$ cat src/rtl/core/saes_pkg.sv
// Shared types, constants and cipher functions for the S-AES block.
package saes_pkg;

  localparam int BLOCK_W = 16;
  localparam int NIB_W   = 4;
  localparam int APB_AW  = 2;
  localparam int APB_DW  = 32;

  localparam logic [APB_AW-1:0] ADDR_CIPHER_KEY = 2'd0;

  localparam logic [7:0] RCON1 = 8'h80;
  localparam logic [7:0] RCON2 = 8'h30;

  localparam logic [NIB_W-1:0] ENC_DIAG = 4'h1;
  localparam logic [NIB_W-1:0] ENC_OFF  = 4'h4;
  localparam logic [NIB_W-1:0] DEC_DIAG = 4'h9;
  localparam logic [NIB_W-1:0] DEC_OFF  = 4'h2;

  typedef enum logic {
    OP_ENCRYPT = 1'b0,
    OP_DECRYPT = 1'b1
  } op_t;

  typedef logic [BLOCK_W-1:0] block_t;

  typedef struct packed {
    block_t k0;
    block_t k1;
    block_t k2;
  } round_keys_t;

  function automatic logic [NIB_W-1:0] sbox_fwd(logic [NIB_W-1:0] x);
    logic [NIB_W-1:0] r;
    case (x)
      4'h0: r = 4'h9;
      4'h1: r = 4'h4;
      4'h2: r = 4'hA;
      4'h3: r = 4'hB;
      4'h4: r = 4'hD;
      4'h5: r = 4'h1;
      4'h6: r = 4'h8;
      4'h7: r = 4'h5;
      4'h8: r = 4'h6;
      4'h9: r = 4'h2;
      4'hA: r = 4'h0;
      4'hB: r = 4'h3;
      4'hC: r = 4'hC;
      4'hD: r = 4'hE;
      4'hE: r = 4'hF;
      4'hF: r = 4'h7;
      default: r = 4'h0;
    endcase
    return r;
  endfunction

  function automatic logic [NIB_W-1:0] sbox_inv(logic [NIB_W-1:0] x);
    logic [NIB_W-1:0] r;
    case (x)
      4'h0: r = 4'hA;
      4'h1: r = 4'h5;
      4'h2: r = 4'h9;
      4'h3: r = 4'hB;
      4'h4: r = 4'h1;
      4'h5: r = 4'h7;
      4'h6: r = 4'h8;
      4'h7: r = 4'hF;
      4'h8: r = 4'h6;
      4'h9: r = 4'h0;
      4'hA: r = 4'h2;
      4'hB: r = 4'h3;
      4'hC: r = 4'hC;
      4'hD: r = 4'h4;
      4'hE: r = 4'hD;
      4'hF: r = 4'hE;
      default: r = 4'h0;
    endcase
    return r;
  endfunction

  // GF(16) multiply modulo x^4 + x + 1
  function automatic logic [NIB_W-1:0] gf_mul(logic [NIB_W-1:0] a, logic [NIB_W-1:0] b);
    logic [NIB_W-1:0] p;
    logic [NIB_W-1:0] aa;
    p  = '0;
    aa = a;
    for (int i = 0; i < NIB_W; i++) begin
      if (b[i]) begin
        p = p ^ aa;
      end
      aa = aa[NIB_W-1] ? ({aa[NIB_W-2:0], 1'b0} ^ 4'h3) : {aa[NIB_W-2:0], 1'b0};
    end
    return p;
  endfunction

  function automatic block_t sub_fwd(block_t v);
    return {sbox_fwd(v[15:12]), sbox_fwd(v[11:8]), sbox_fwd(v[7:4]), sbox_fwd(v[3:0])};
  endfunction

  function automatic block_t sub_inv(block_t v);
    return {sbox_inv(v[15:12]), sbox_inv(v[11:8]), sbox_inv(v[7:4]), sbox_inv(v[3:0])};
  endfunction

  function automatic block_t shift_rows(block_t v);
    return {v[15:12], v[3:0], v[7:4], v[11:8]};
  endfunction

  function automatic block_t mix_cols(block_t v, logic [NIB_W-1:0] d, logic [NIB_W-1:0] o);
    return {gf_mul(d, v[15:12]) ^ gf_mul(o, v[11:8]),
            gf_mul(o, v[15:12]) ^ gf_mul(d, v[11:8]),
            gf_mul(d, v[7:4])   ^ gf_mul(o, v[3:0]),
            gf_mul(o, v[7:4])   ^ gf_mul(d, v[3:0])};
  endfunction

  function automatic logic [7:0] key_word(logic [7:0] even, logic [7:0] odd,
                                          logic [7:0] rcon);
    return even ^ rcon ^ {sbox_fwd(odd[3:0]), sbox_fwd(odd[7:4])};
  endfunction

  function automatic round_keys_t expand_key(block_t key);
    logic [7:0] w2;
    logic [7:0] w3;
    logic [7:0] w4;
    logic [7:0] w5;
    round_keys_t rk;
    w2 = key_word(key[15:8], key[7:0], RCON1);
    w3 = w2 ^ key[7:0];
    w4 = key_word(w2, w3, RCON2);
    w5 = w4 ^ w3;
    rk.k0 = key;
    rk.k1 = {w2, w3};
    rk.k2 = {w4, w5};
    return rk;
  endfunction

endpackage

$ cat src/rtl/core/saes_if.sv
// Valid/ready channel interfaces for S-AES input and result words.
interface saes_item_if;
  logic                   valid;
  logic                   ready;
  saes_pkg::op_t          operation;
  saes_pkg::block_t       data_in;

  modport source (output valid, output operation, output data_in, input ready);
  modport sink   (input valid, input operation, input data_in, output ready);
endinterface

interface saes_result_if;
  logic             valid;
  logic             ready;
  saes_pkg::block_t data_out;

  modport source (output valid, output data_out, input ready);
  modport sink   (input valid, input data_out, output ready);
endinterface

$ cat src/rtl/core/saes_regs.sv
// APB key register with registered round-key expansion.
module saes_regs (
  input  logic                          clk,
  input  logic                          rst,
  input  logic                          psel,
  input  logic                          penable,
  input  logic                          pwrite,
  input  logic [saes_pkg::APB_AW-1:0]   paddr,
  input  logic [saes_pkg::APB_DW-1:0]   pwdata,
  output logic [saes_pkg::APB_DW-1:0]   prdata,
  output logic                          pready,
  output saes_pkg::round_keys_t         round_keys
);
  import saes_pkg::*;

  block_t      cipher_key;
  logic        key_wr;

  assign pready = 1'b1;
  assign key_wr = psel && penable && pwrite && (paddr == ADDR_CIPHER_KEY);

  always_ff @(posedge clk) begin
    if (rst) begin
      cipher_key <= '0;
      round_keys <= expand_key('0);
    end else if (key_wr) begin
      cipher_key <= pwdata[BLOCK_W-1:0];
      round_keys <= expand_key(pwdata[BLOCK_W-1:0]);
    end
  end

  always_comb begin
    prdata = '0;
    if (paddr == ADDR_CIPHER_KEY) begin
      prdata = {{(APB_DW-BLOCK_W){1'b0}}, cipher_key};
    end
  end

endmodule

$ cat src/rtl/core/saes_cipher.sv
// Combinational two-round S-AES encrypt/decrypt datapath.
module saes_cipher (
  input  saes_pkg::op_t         operation,
  input  saes_pkg::block_t      data_in,
  input  saes_pkg::round_keys_t round_keys,
  output saes_pkg::block_t      data_out
);
  import saes_pkg::*;

  block_t enc;
  block_t dec;

  always_comb begin
    enc = data_in ^ round_keys.k0;
    enc = mix_cols(shift_rows(sub_fwd(enc)), ENC_DIAG, ENC_OFF) ^ round_keys.k1;
    enc = shift_rows(sub_fwd(enc)) ^ round_keys.k2;

    dec = data_in ^ round_keys.k2;
    dec = sub_inv(shift_rows(dec)) ^ round_keys.k1;
    dec = mix_cols(dec, DEC_DIAG, DEC_OFF);
    dec = sub_inv(shift_rows(dec)) ^ round_keys.k0;
  end

  assign data_out = (operation == OP_DECRYPT) ? dec : enc;

endmodule

$ cat src/rtl/core/simplified_aes_block_cipher.sv
// S-AES block cipher, 16-bit block and key, one block per cycle unless the
// result side stalls. Each input word carries an operation (encrypt or
// decrypt) and a block; it is captured in an input register, the full
// two-round cipher is evaluated combinationally, and the result lands in an
// output register, which holds while a valid result is not taken; a full
// input register then holds too. The key is written over APB at address 0;
// round keys are expanded at the write, so a new key applies to words
// accepted at or after the write edge. Change the key only while no word is
// in flight.
module simplified_aes_block_cipher (
  input  logic                          clk,
  input  logic                          rst,
  input  logic                          psel,
  input  logic                          penable,
  input  logic                          pwrite,
  input  logic [saes_pkg::APB_AW-1:0]   paddr,
  input  logic [saes_pkg::APB_DW-1:0]   pwdata,
  output logic [saes_pkg::APB_DW-1:0]   prdata,
  output logic                          pready,
  saes_item_if.sink                     item,
  saes_result_if.source                 result
);
  import saes_pkg::*;

  round_keys_t round_keys;
  logic        s1_valid;
  op_t         s1_op;
  block_t      s1_data;
  block_t      cipher_out;
  logic        out_valid;
  block_t      out_data;
  logic        out_adv;

  saes_regs u_regs (
    .clk        (clk),
    .rst        (rst),
    .psel       (psel),
    .penable    (penable),
    .pwrite     (pwrite),
    .paddr      (paddr),
    .pwdata     (pwdata),
    .prdata     (prdata),
    .pready     (pready),
    .round_keys (round_keys)
  );

  saes_cipher u_cipher (
    .operation  (s1_op),
    .data_in    (s1_data),
    .round_keys (round_keys),
    .data_out   (cipher_out)
  );

  assign out_adv         = !out_valid || result.ready;
  assign item.ready      = !s1_valid || out_adv;
  assign result.valid    = out_valid;
  assign result.data_out = out_data;

  always_ff @(posedge clk) begin
    if (rst) begin
      s1_valid  <= 1'b0;
      out_valid <= 1'b0;
    end else begin
      if (item.ready) begin
        s1_valid <= item.valid;
      end
      if (out_adv) begin
        out_valid <= s1_valid;
      end
    end
  end

  always_ff @(posedge clk) begin
    if (item.valid && item.ready) begin
      s1_op   <= item.operation;
      s1_data <= item.data_in;
    end
    if (out_adv && s1_valid) begin
      out_data <= cipher_out;
    end
  end

endmodule
$ cat src/flat_wrapper.sv
// flat-port wrapper written by rule: the top's interface ports become plain ports
module simplified_aes_block_cipher_flat import saes_pkg::*;
  (clk, rst, psel, penable, pwrite, paddr, pwdata, prdata, pready, item_valid, item_operation, item_data_in, item_ready, result_valid, result_data_out, result_ready);
  saes_item_if item_i ();
  saes_result_if result_i ();
  input  logic clk;
  input  logic rst;
  input  logic psel;
  input  logic penable;
  input  logic pwrite;
  input  logic [saes_pkg::APB_AW-1:0] paddr;
  input  logic [saes_pkg::APB_DW-1:0] pwdata;
  output logic [saes_pkg::APB_DW-1:0] prdata;
  output logic pready;
  input wire logic [$bits(item_i.valid)-1:0] item_valid;
  input wire logic [$bits(item_i.operation)-1:0] item_operation;
  input wire logic [$bits(item_i.data_in)-1:0] item_data_in;
  output wire logic [$bits(item_i.ready)-1:0] item_ready;
  output wire logic [$bits(result_i.valid)-1:0] result_valid;
  output wire logic [$bits(result_i.data_out)-1:0] result_data_out;
  input wire logic [$bits(result_i.ready)-1:0] result_ready;
  assign item_i.valid = item_valid;
  assign item_i.operation = item_operation;
  assign item_i.data_in = item_data_in;
  assign item_ready = item_i.ready;
  assign result_valid = result_i.valid;
  assign result_data_out = result_i.data_out;
  assign result_i.ready = result_ready;
  simplified_aes_block_cipher u_core (.clk(clk), .rst(rst), .psel(psel), .penable(penable), .pwrite(pwrite), .paddr(paddr), .pwdata(pwdata), .prdata(prdata), .pready(pready), .item(item_i), .result(result_i));
endmodule
$ cat config.mk
export PLATFORM = sky130hd
export DESIGN_NAME = simplified_aes_block_cipher_flat
export DESIGN_NICKNAME = d
export VERILOG_FILES = /design/src/rtl/core/saes_pkg.sv /design/src/rtl/core/saes_if.sv /design/src/rtl/core/saes_regs.sv /design/src/rtl/core/saes_cipher.sv /design/src/rtl/core/simplified_aes_block_cipher.sv /design/src/flat_wrapper.sv
export SDC_FILE = /design/constraint.sdc
export NUM_CORES = 1
export LEC_CHECK = 0
export BUFFER_PORTS_ARGS = -buffer_cell sky130_fd_sc_hd__buf_4
export CORE_MARGIN = 2
export CORE_UTILIZATION = 40
export CTS_CLUSTER_DIAMETER = 60
export DETAILED_ROUTE_END_ITERATION = 12
export SYNTH_ARGS = -nofsm -noshare
export SYNTH_HDL_FRONTEND = slang
export SYNTH_SLANG_ARGS = --single-unit
$ cat constraint.sdc
create_clock -name clk -period 7.15 [get_ports clk]
set_clock_uncertainty 0.1 [all_clocks]
set_input_delay 0.715 -clock clk [delete_from_list [all_inputs] [get_ports clk]]
set_output_delay 0.715 -clock clk [all_outputs]
set_load 0.01 [all_outputs]
### Word level (Yosys, flattened, before mapping)

Memories as Yosys holds them, arrays and structs flattened.
Cells that the tools add are included.

* register bits: 83
* ROM bits: 1280
* bits of input ports: 58
* output and inout bits: 51
* word-level logic and storage cells: 180
* memories: 20

* multiplexer cells: 74
* bitwise gates (word level): 68
* reduce and logical (&&, ||, !) cells: 10

Memories
* (no name shown): depth 16, width 4, rd ports 1, clocked after Yosys merged registers in 0, write ports 0, RTL line saes_pkg.sv:34 `case (x)`
* (no name shown): depth 16, width 4, rd ports 1, clocked after Yosys merged registers in 0, write ports 0, RTL line saes_pkg.sv:34
* (no name shown): depth 16, width 4, rd ports 1, clocked after Yosys merged registers in 0, write ports 0, RTL line saes_pkg.sv:34
* (no name shown): depth 16, width 4, rd ports 1, clocked after Yosys merged registers in 0, write ports 0, RTL line saes_pkg.sv:34
* (no name shown): depth 16, width 4, rd ports 1, clocked after Yosys merged registers in 0, write ports 0, RTL line saes_pkg.sv:34
* (no name shown): depth 16, width 4, rd ports 1, clocked after Yosys merged registers in 0, write ports 0, RTL line saes_pkg.sv:34
* +14 memories

Operator list (count)
* 4-bit two-way mux: 24
* 16-bit XOR: 6
* 3-bit two-way mux: 20
* 2-bit two-way mux: 20
* 16-bit two-way mux: 2
* 4-bit XOR: 8
* 8-bit XOR: 4
* 2-bit NOT: 13
* 1-bit NOT, first input constant: 24
* 1-bit NOT: 13
* 1-bit two-way mux: 8
* 1-bit logical AND: 5
* 1-bit zero test: 2
* 2-bit zero test: 1
* 1-bit logical OR: 2

### Depth between registers and ports, before layout

Gate-level depths: netlist (run 1).
An unclocked memory read counts as a cell.

* word-level depth: 13
* depth in mapped cells: 17

### Cells and area by module

From an unflattened synthesis (run 1), not the netlist that was laid out.

* cell total of the unflattened synthesis: 933
* area, all modules: 8789.7 µm²

Modules (own cells, without submodules)
* saes_cipher: times used 1, cells each 529, area each 4604.4 µm²
* saes_regs: times used 1, cells each 361, area each 3090.5 µm²
* simplified_aes_block_cipher: times used 1, cells each 43, area each 1094.8 µm²

### Worst setup path after synthesis (run 1)

No wires, ideal clock.

* kind: flip-flop to flip-flop
* start point: reg u_core.s1_data[9]
* end point: reg u_core.out_data[4], in the netlist u_core.result.data_out[4] (data pin)
* setup time: 268 ps
* arrival: 3648 ps
* data required time: 6782 ps
* slack: 3133 ps
* cell stages (with the launch flop): 15
* clock period less this slack: 4017 ps
* cells stage by stage: edfxtp_1 > xor2_1 > ha_1 > inv_1 > mux4_2 > xnor2_1 > inv_4 > xnor2_2 > xor2_1 > inv_1 > ha_1 > mux4_1 > xnor2_1 > nand2_1 > o21ai_1

* word-level cells in the longest chain between the ends: 12
* elaborated cells between the ends (all ways): 23
* those cells by class: 9 x mux; 10 x bitwise; 4 x memory

Ends and longest elaborated chain
* from (decl): RTL line simplified_aes_block_cipher.sv:28 `block_t s1_data;`
* from (signal assigned): RTL line simplified_aes_block_cipher.sv:76 `s1_data <= item.data_in;`
* 16-bit XOR: RTL line saes_cipher.sv:18 `dec = data_in ^ round_keys.k2;`
* memory read 16 x 4 bit
* 16-bit XOR: RTL line saes_cipher.sv:19 `dec = sub_inv(shift_rows(dec)) ^ round_keys.k1;`
* 2-bit two-way mux: RTL line saes_pkg.sv:87 `if (b[i]) begin`
* 3-bit two-way mux: RTL line saes_pkg.sv:87
* 4-bit two-way mux: RTL line saes_pkg.sv:87
* 2-bit NOT (no line)
* 2-bit two-way mux: RTL line saes_pkg.sv:87
* 4-bit XOR: RTL line saes_pkg.sv:110 `gf_mul(d, v[7:4]) ^ gf_mul(o, v[3:0]),`
* memory read 16 x 4 bit
* 16-bit XOR: RTL line saes_cipher.sv:21 `dec = sub_inv(shift_rows(dec)) ^ round_keys.k0;`
* 16-bit two-way mux (*): RTL line saes_cipher.sv:24 `assign data_out = (operation == OP_DECRYPT) ? dec : enc;`
* net u_core.cipher_out[4]: RTL line simplified_aes_block_cipher.sv:29 `block_t cipher_out;`
* to (signal assigned): RTL line simplified_aes_block_cipher.sv:79 `out_data <= cipher_out;`
* to (decl): RTL line simplified_aes_block_cipher.sv:31 `block_t out_data;`

Mark *: on every way through the listed nets, which the timed path passes. The rest lies on a longest branch.
A chain may end at the register's enable or synchronous reset.

### Worst setup path after layout (run 1)

Ends and elaborated chain as after synthesis.

==> results.ini, run 1 <==
[outcome]
status = finished, final reports clean

[die]
rows = 53
die-area_um2 = 22700
core_area_um2 = 21100
pin_count = 109
die_x_um = 151
initial_core_util = 0.408
fp.dieH_um = 151

[synthesis]
yosysUniqueCellTypes = 77
synth_top_family_by_area = XOR/XNOR gates
synth-adder-area-share = 0.174
synth_edf_count = 33
yosys.area.top_type = ha_1
yosys_warnings = 0
synthSimpleGateAreaFrac = 0.125
synth-xor-area-share = 0.193
synth_compound_area_frac = 0.112
yosysMostFrequentCell = ha_1
muxShareOfSynthArea = 0.106
synthCells = 910
yosys_most_used_dff = dfxtp_1
ys_ff_latch = 83
synth_common_cells = ha_1, xnor2_1, nand2_1
yosysTopAreaCellShare = 0.174
synthArstFlopShare = 0
ys_top_cells_by_area = ha_1, dfxtp_1, edfxtp_1
synthesis.area_um2 = 8610
syn_avg_cell_area_um2 = 9.47
seq_area_frac_synth = 0.231

[worst_setup_path]
crit_fanout = 8
rrSetupSlack_ns = 2.37
worstSetupStartpointType = flip-flop
path_class = flip-flop to flip-flop
cp.required_ns = 7.15
reg2reg_depth = 14
arrival_ns = 4.78
crit_path_end_kind = flip-flop

[worst_hold_path]
hold_path.class = flip-flop to flip-flop
hold_depth = 2

[drt]
drtIter0Drc = 466
wl_per_cell_um = 16.6
postRouteAntennaNets = 0
drc = 0
wl_um = 20900
drt-pass1-iter-count = 5
route.vias.total = 6367
routed_via_density = 5.07

[clocking]
cts_root_buf = clkbuf_16
htreeDepth = 3
cts_tree = done
ctsHoldBuffers = 0
cts.path.max_buffers = 2
cts_setup_buffers = 0
clock_latency_ns = 0.35
numCtsBuffers = 9
cts_resized = 0
cts.sinks = 83
clk_pin_slew_ns = 0.07

[placement]
place_hpwl_um = 15900
gp_congestion = 0.856
port-buffer-count = 75

[sta]
rsz0062_at_grt = no
timing.fmax_mhz = 209
worstMarginPinSlew_ns = 0.791
max-slew-margin-rel = 0.469
report.final.slew_viol_count = 0
hold_slack_ns = 0.407
fin_setup_tns_ns = 0
setup-violations-final = 0
period_needed_ns = 4.78
finalHoldViolCount = 0
timing.final.crit_share = 0.669

[global_route]
grt_pass1_wl_um = 32800
grt_max_degree = 51
grt_usage = 0.189
globalRouteOverflowTotal = 0
grt_pass1_vias = 5968
grt_antenna_before_repair = 0

[power]
power_density_nw_per_um2 = 229
max-vdd-ir-drop_uv = 143
finalPower_uw = 2220
leakagePower_uw = 0.00420

[flow_run]
drv_cap = 0

[layout]
antenna_cells = 0
synthToLayoutAreaGrowth_pct = 12.2
layout.nets = 1153
drive_gt1_frac = 0.155

==> per-layer routing <==
metal  up-vias  wire length (um)  global-route usage
li1       3212                 -                   -
met1      2993             10700               0.285
met2       144              8970               0.282
met3        18               859              0.0218
met4         0               330              0.0579
met5         -                 0                   0
==> where the power goes <==
part           total (uW)  switching (uW)  internal (uW)  leakage (uW)
registers             563            21.7            542      0.000721
logic                1190             657            534       0.00334
clock network         462             206            256      0.000141
total                2220             884           1330       0.00420
==> worst paths after layout <==
check,from,endpoint
worst max register to register,u_core.s1_data[9],u_core.result.data_out[4]
worst max-delay path,u_core.s1_data[9],u_core.result.data_out[4]
worst min-delay path,u_core.u_regs.round_keys[25],u_core.u_regs.round_keys[25]
worst min register to register,u_core.u_regs.round_keys[25],u_core.u_regs.round_keys[25]
==> stage by stage <==
step           instance area [um^2]  instances  setup slack [ns]  utilization
5_1_grt                        9660       1255              2.15        0.458
6_report                       9660       1255              2.37        0.458
2_1_floorplan                  8670        925              3.13            -
3_3_place_gp                   9380       1239              2.56        0.445
4_1_cts                        9660       1255              2.47        0.458
3_5_place_dp                   9380       1239              2.50        0.445
==> area by class of cell <==
type / count / area [um^2]
Timing Repair Buffer: 81 / 608
Clock buffer: 13 / 260
Sequential cell: 83 / 1990
Multi-Input combinational cell: 731 / 6180
Inverter: 69 / 262
Clock inverter: 3 / 18.8
Tap cell: 275 / 344
Fill cell: 2085 / 11400
==> cell usage in the layout (no fill, tap or decap), types with 22 or more instances in the layout <==
cell / count
inv_1: 68
a21oi_1: 37
edfxtp_1: 33
buf_4: 81
dfxtp_1: 50
nand2_1: 71
and2_1: 22
mux2i_1: 40
xnor2_1: 82
nor2_1: 57
ha_1: 120
xor2_1: 60
==> flip-flops by register name, summed over array words and instances (netlist names) <==
name	flops
u_core.result.data_out	16
u_core.s1_valid	1
u_core.result.valid	1
u_core.s1_data	16
u_core.u_regs.cipher_key	16
u_core.u_regs.round_keys	32
u_core.s1_op	1
==> logic make-up (layout without fill, tap and decap cells) <==
family                   count (synthesis)  after routing
AO/OA/AOI/OAI                          140            140
XOR/XNOR                               165            165
adder cells (fa/ha/maj)                120            120
buffers and inverters                  111            166
flip-flops                              83             83
multiplexers                            67             67
other                                    2             17
AND/OR/NAND/NOR                        222            222
==> critical path, cell delays in order, from the launching register on <==
cell      delay (ns)
edfxtp_1        0.46
xor2_1          0.47
ha_1            0.24
inv_1           0.04
mux4_2          0.47
xnor2_1         0.44
inv_4           0.08
xnor2_2         0.42
xor2_1          0.54
inv_1           0.20
ha_1            0.24
mux4_1          0.54
xnor2_1         0.15
nand2_1         0.06
o21ai_1         0.05
No activity file was read; power rests on OpenSTA's default activity.
==> inputs of run 2 (changes only) <==
--- a/config.mk
+++ b/config.mk
@@ -5,6 +5,7 @@
 export SDC_FILE = /design/constraint.sdc
 export NUM_CORES = 1
 export LEC_CHECK = 0
+export ABC_AREA = 1
 export BUFFER_PORTS_ARGS = -buffer_cell sky130_fd_sc_hd__buf_4
 export CORE_MARGIN = 2
 export CORE_UTILIZATION = 40
==> constraint.sdc (replaced) <==
create_clock -name clk -period 4.4 [get_ports clk]
set_clock_uncertainty 0.1 [all_clocks]
set_input_delay 0.44 -clock clk [delete_from_list [all_inputs] [get_ports clk]]
set_output_delay 0.44 -clock clk [all_outputs]
set_load 0.01 [all_outputs]
==> results.ini, run 2 <==
[worst_setup_path]
path_depth = 19  ; +5
worstSetupStartpointType = flip-flop
critPathSlowestCell = xnor2_1
reg2reg_depth = 19  ; +5
timing.critical_path.mode_cell = nand2_1
arrival_ns = 3.70  ; -1.08 ns
rrSetupSlack_ns = 0.70  ; -1.67 ns
path_class = flip-flop to flip-flop
path_buf_inv = 4  ; +1
crit_fanout = 6  ; -2
crit_family = XOR/XNOR gates
r2r_end = u_core.result.data_out[6]
crit_path_end_kind = flip-flop
max_stage_delay_ns = 0.57  ; +0.03 ns
cp.required_ns = 4.40  ; -2.75 ns
path_cells = xnor2_1, inv_1, ha_1, inv_1, nand2_1, nand3_2, nand2_2, nand3_1, nand2_1, xor2_1, inv_1, ha_1, inv_1, nand2_1, nand3_1, nand2_1, nand2_1, nand3_1, nand2_1
endpoint = u_core.result.data_out[6]
crit_start = u_core.s1_data[4]
rr_startpoint = u_core.s1_data[4]

[layout]
drive_gt1_frac = 0.122  ; -0.0329
fill_cells = 2566  ; +23%
regMostFlops = u_core.u_regs.round_keys
synthToLayoutAreaGrowth_pct = 12.0
final_cell_mix = nand2_1, nand3_1, inv_1
layout.nets = 1842  ; +60%
final_util = 0.456  ; -0.00192
largest_reg_flops = 32  ; unchanged
postLayoutCellArea_um2 = 11100  ; +15%
mostFrequentLayoutCell = nand2_1
antenna_cells = 0  ; unchanged

[power]
finalPower_uw = 3950  ; +78%
max-vdd-ir-drop_uv = 169  ; +18%
power.share.clock = 0.230  ; +0.022
p_sw_uw = 1820  ; +110%
leakagePower_uw = 0.00600  ; +43%
swShare = 0.460  ; +0.0609
intPower_uw = 2130  ; +60%
p_seq_frac = 0.232  ; -0.022
power_frac_comb = 0.538  ; about the same
power_density_nw_per_um2 = 355  ; +55%

[sta]
timing.fmax_mhz = 271  ; +29%
fin_setup_tns_ns = 0  ; unchanged
finalHoldViolCount = 0  ; unchanged
max-slew-margin-rel = 0.319  ; -0.149
rsz0062_at_grt = no
period_needed_ns = 3.70  ; -1.08 ns
worstMarginPinSlew_ns = 1.02  ; +0.228 ns
timing.final.crit_share = 0.840  ; +0.172
setup-violations-final = 0  ; unchanged
report.final.slew_viol_count = 0  ; unchanged

[synthesis]
synth_common_cells = nand2_1, nand3_1, inv_1
synthArstFlopShare = 0  ; unchanged
synthesis.area_um2 = 9940  ; +15%
synthCells = 1595  ; +75%
yosysMostFrequentCell = nand2_1
syn_avg_cell_area_um2 = 6.23  ; -34%
yosysUniqueCellTypes = 39  ; -49%
yosys_most_used_dff = dfxtp_1
ys_ff_latch = 83  ; unchanged
yosys.area.top_type = nand2_1
yosysTopAreaCellShare = 0.223  ; +0.0489
synth_edf_count = 33  ; unchanged
ys_top_cells_by_area = nand2_1, ha_1, nand3_1
yosys_warnings = 0  ; unchanged
seq_area_frac_synth = 0.200  ; -0.0308

[drt]
drc = 0  ; unchanged
wl_per_cell_um = 14.4  ; -13%
drtIter0Drc = 618  ; +33%
postRouteAntennaNets = 0  ; unchanged
route.vias.total = 9965  ; +57%
drt-pass1-iter-count = 5  ; unchanged
wl_um = 28700  ; +38%
routed_via_density = 5.00  ; -1.4%

[clocking]
ctsHoldBuffers = 0  ; unchanged
htreeDepth = 3  ; unchanged
cts.path.max_buffers = 2  ; unchanged
cts_resized = 0  ; unchanged
cts_setup_buffers = 0  ; unchanged
clock_latency_ns = 0.36  ; about the same
numCtsBuffers = 9  ; unchanged
cts_tree = done
cts_root_buf = clkbuf_16
cts.sinks = 83  ; unchanged
clk_pin_slew_ns = 0.07  ; about the same

[die]
die-area_um2 = 26100  ; +15%
pin_count = 109  ; unchanged
fp.dieH_um = 162  ; +7.2%
core_area_um2 = 24400  ; +16%
rows = 57  ; +7.5%
die_x_um = 162  ; +7.2%
initial_core_util = 0.407  ; -0.000990

[global_route]
grt_max_degree = 68  ; +33%
grt_pass1_wl_um = 45900  ; +40%
globalRouteOverflowTotal = 0  ; unchanged
grt_usage = 0.222  ; +0.0326
grt_antenna_before_repair = 0  ; unchanged
grt_pass1_vias = 8935  ; +50%

[placement]
postPlaceCellArea_um2 = 10800  ; +15%
port-buffer-count = 75  ; unchanged
place_hpwl_um = 22900  ; +44%
gp_congestion = 0.912  ; +6.5%

[worst_hold_path]
hold_path.class = input pin to flip-flop

[flow_run]
drv_cap = 0  ; unchanged

[outcome]
status = finished, final reports clean

run 2: logic make-up (layout without fill, tap and decap cells):
family	after synthesis	after routing	synth area share
AND/OR/NAND/NOR	978	978	0.428
buffers and inverters	251	310	0.104
AO/OA/AOI/OAI	123	123	0.0677
adder cells (fa/ha/maj)	120	120	0.151
flip-flops	83	83	0.200
XOR/XNOR	38	38	0.0477
other	2	17	0.000756
run 2: power by group through the flow:
stage          registers (uW)  clock network, uW  logic (uW)
2_1_floorplan             931                  0        1600
3_3_place_gp              933                  0        2060
3_5_place_dp              933                  0        2090
4_1_cts                   916                931        2110
5_1_grt                   922                958        2430
6_report                  915                908        2120
run 2: layer usage:
metal  vias up  part of all wire  GRT usage  routed length [um]
li1       5153                 -          -                   -
met1      4481              0.50      0.325               14500
met2       294              0.42      0.343               12200
met3        37             0.056     0.0311                1600
met4         0             0.017     0.0531                 480
met5         -                 0          0                   0
run 2: stage by stage:
| step | worst slack, ns | instances | hold slack [ns] |
|---|---|---|---|
| 2_1_floorplan | 1.25 | 1610 | 0.351 |
| 5_1_grt | 0.430 | 1993 | 0.146 |
| 6_report | 0.703 | 1993 | 0.152 |
| 4_1_cts | 0.738 | 1993 | 0.139 |
| 3_5_place_dp | 0.760 | 1977 | 0.396 |
| 3_3_place_gp | 0.804 | 1977 | 0.388 |
run 2: how the worst min path moves through the flow:
stage                      from                  end  slack (ns)  depth (start not counted)
2_1_floorplan   u_core.s1_valid  u_core.result.valid        0.35                          2
5_1_grt         item_data_in[6]    u_core.s1_data[6]        0.15                          1
3_5_place_dp    u_core.s1_valid  u_core.result.valid        0.40                          2
4_1_cts        item_data_in[15]   u_core.s1_data[15]        0.14                          1
3_3_place_gp    u_core.s1_valid  u_core.result.valid        0.39                          2
6_report       item_data_in[15]   u_core.s1_data[15]        0.15                          1
run 2: layout make-up:
type,instances,area [um^2],share of cell area
flip-flops and latches,83,1990,0.179
clock buffers,9,225,0.0202
repair buffers,81,608,0.0546
inverters,213,800,0.0719
clock inverters,7,123,0.0110
multi-input cells,1276,6970,0.627
well taps,324,405,0.0364
run 2: worst reg2reg max path: stages, from the launching register on:
cell      delay (ns)
edfxtp_1        0.42
xnor2_1         0.57
inv_1           0.22
ha_1            0.23
inv_1           0.05
nand2_1         0.05
nand3_2         0.10
nand2_2         0.06
nand3_1         0.06
nand2_1         0.14
xor2_1          0.43
inv_1           0.19
ha_1            0.31
inv_1           0.04
nand2_1         0.06
nand3_1         0.12
nand2_1         0.09
nand2_1         0.05
nand3_1         0.07
nand2_1         0.09
==> inputs of run 3 (changes only) <==
==> constraint.sdc (replaced) <==
create_clock -name clk -period 3.1 [get_ports clk]
set_clock_uncertainty 0.1 [all_clocks]
set_input_delay 0.31 -clock clk [delete_from_list [all_inputs] [get_ports clk]]
set_output_delay 0.31 -clock clk [all_outputs]
set_load 0.01 [all_outputs]
==> results.ini, run 3 (same netlist as run 2, synthesis figures left out) <==
[worst_setup_path]
arrival_ns = 3.05  ; -0.65 ns
critPathSlowestCell = edfxtp_1
cp.required_ns = 3.11  ; -1.29 ns
path_class = flip-flop to flip-flop
crit_family = simple AND/OR/NAND/NOR gates
worstSetupStartpointType = flip-flop
rrSetupSlack_ns = 0.06  ; -0.65 ns
timing.critical_path.mode_cell = nand2_2
rr_startpoint = u_core.s1_data[13]
max_stage_delay_ns = 0.47  ; -0.10 ns
crit_path_end_kind = flip-flop
path_buf_inv = 5  ; +1
r2r_end = u_core.result.data_out[14]
crit_fanout = 5  ; -1
reg2reg_depth = 26  ; +7

[sta]
finalHoldViolCount = 0  ; unchanged
timing.final.crit_share = 0.982  ; +0.142
worstMarginPinSlew_ns = 0.808  ; -0.211 ns
final.setup.worst_slack_ns = 0.0564  ; -0.647 ns
period_needed_ns = 3.04  ; -0.653 ns
timing.fmax_mhz = 329  ; +21%
setup-violations-final = 0  ; unchanged
max-slew-margin-rel = 0.460  ; +0.141
hold_slack_ns = 0.0237  ; -0.129 ns
rsz0062_at_grt = yes
report.final.slew_viol_count = 0  ; unchanged

[global_route]
grt_pass1_wl_um = 47000  ; +2.5%
grt_max_degree = 36  ; -47%
grt_usage = 0.226  ; +0.00399
globalRouteOverflowTotal = 0  ; unchanged
grt_antenna_before_repair = 0  ; unchanged
grt_pass1_vias = 9234  ; +3.3%

[placement]
gp_congestion = 0.885  ; -2.9%
port-buffer-count = 75  ; unchanged
place_hpwl_um = 23500  ; +2.9%
preCtsSetupSlack_ns = -0.0795  ; -0.840 ns
postPlaceCellArea_um2 = 11400  ; +6.0%

[layout]
mostFrequentLayoutCell = nand2_1
regMostFlops = u_core.u_regs.round_keys
drive_gt1_frac = 0.330  ; +0.208
synthToLayoutAreaGrowth_pct = 34.4
antenna_cells = 0  ; unchanged
layout.nets = 1959  ; +6.4%
postLayoutCellArea_um2 = 13400  ; +20%
largest_reg_flops = 32  ; unchanged
final_cell_mix = nand2_1, nand3_1, buf_4

[power]
finalPower_uw = 6730  ; +71%
power_density_nw_per_um2 = 504  ; +42%
leakagePower_uw = 0.00676  ; +13%
max-vdd-ir-drop_uv = 311  ; +84%

[clocking]
cts.sinks = 83  ; unchanged
cts.path.max_buffers = 2  ; unchanged
cts_tree = done
clock_latency_ns = 0.36  ; about the same
htreeDepth = 3  ; unchanged
cts_root_buf = clkbuf_16
numCtsBuffers = 9  ; unchanged
clk_pin_slew_ns = 0.07  ; about the same

[flow_run]
drv_cap = 0  ; unchanged

[worst_hold_path]
hold_depth = 1  ; unchanged
hold_path.class = input pin to flip-flop
hold_path_startpoint = item_data_in[3]
hold_end = u_core.s1_data[3]

[die]
pin_count = 109  ; unchanged
die-area_um2 = 26100  ; unchanged
initial_core_util = 0.407  ; unchanged
fp.dieH_um = 162  ; unchanged
die_x_um = 162  ; unchanged
core_area_um2 = 24400  ; unchanged
rows = 57  ; unchanged

[drt]
postRouteAntennaNets = 0  ; unchanged
routed_via_density = 5.06  ; +1.1%
route.vias.total = 10671  ; +7.1%
drtIter0Drc = 721  ; +17%
wl_um = 31300  ; +9.0%
drt-pass1-iter-count = 5  ; unchanged
wl_per_cell_um = 14.8  ; +2.9%
drc = 0  ; unchanged

[outcome]
status = finished, final reports clean

## run 3: cell count changes in the layout (fill, tap and decap cells not counted), sizes merged
cell    before  now
clkinv       0    1
inv        215  214
buf         81  198
## run 3: worst max-delay path by stage
stage	startpoint	to	slack (ns)	depth (start not counted)
2_1_floorplan	u_core.s1_data[5]	u_core.result.data_out[10]	0.07	16
3_3_place_gp	u_core.s1_data[13]	u_core.result.data_out[3]	-0.06	20
3_5_place_dp	u_core.s1_data[8]	u_core.result.data_out[6]	-0.08	18
4_1_cts	u_core.s1_data[13]	u_core.result.data_out[12]	-0.03	25
5_1_grt	u_core.s1_data[9]	u_core.result.data_out[9]	-0.12	24
6_report	u_core.s1_data[13]	u_core.result.data_out[14]	0.06	26
## run 3: worst register-to-register path: cells and delay by family, from the launching register on
family | cells | cell delay (ns)
fa+ha+maj | 2 | 0.43
buf+inv | 5 | 0.38
flops | 1 | 0.47
simple gates | 19 | 1.43
## run 3: routing by layer
layer	GRT usage	routed length [um]
met3	0.0306	1800
met4	0.0455	444
met1	0.336	15200
met2	0.349	13900
met5	0	0
## run 3: stage by stage
step / setup TNS, ns / cells / util
3_3_place_gp: -0.177 / 2061 / 0.468
3_5_place_dp: -0.474 / 2061 / 0.468
5_1_grt: -0.862 / 2110 / 0.548
4_1_cts: -0.0470 / 2078 / 0.485
2_1_floorplan: 0 / 1610 / -
6_report: 0 / 2110 / 0.548
## run 3: final cells by class
type / instances / area [um^2]
inverters: 213 / 830
clock inverters: 7 / 125
well taps: 324 / 405
flip-flops and latches: 83 / 1990
repair buffers: 198 / 1570
multi-input cells: 1276 / 8210
clock buffers: 9 / 225
fillers: 2365 / 11000
## run 3: report_power, final
| part | total (uW) | internal, uW | switching (uW) |
|---|---|---|---|
| Combinational | 4130 | 1620 | 2510 |
| Sequential | 1300 | 1240 | 59.2 |
| Clock | 1310 | 796 | 513 |
| Total | 6730 | 3650 | 3080 |
## run 3: repair_timing
item                                    4_1_cts  5_1_grt
setup buffers                                 1       33
hold buffers                                  0        0
gates cloned                                  0        0
endpoints found under the setup margin       16       16
resized for setup                            19      344
pin swaps                                     6      144
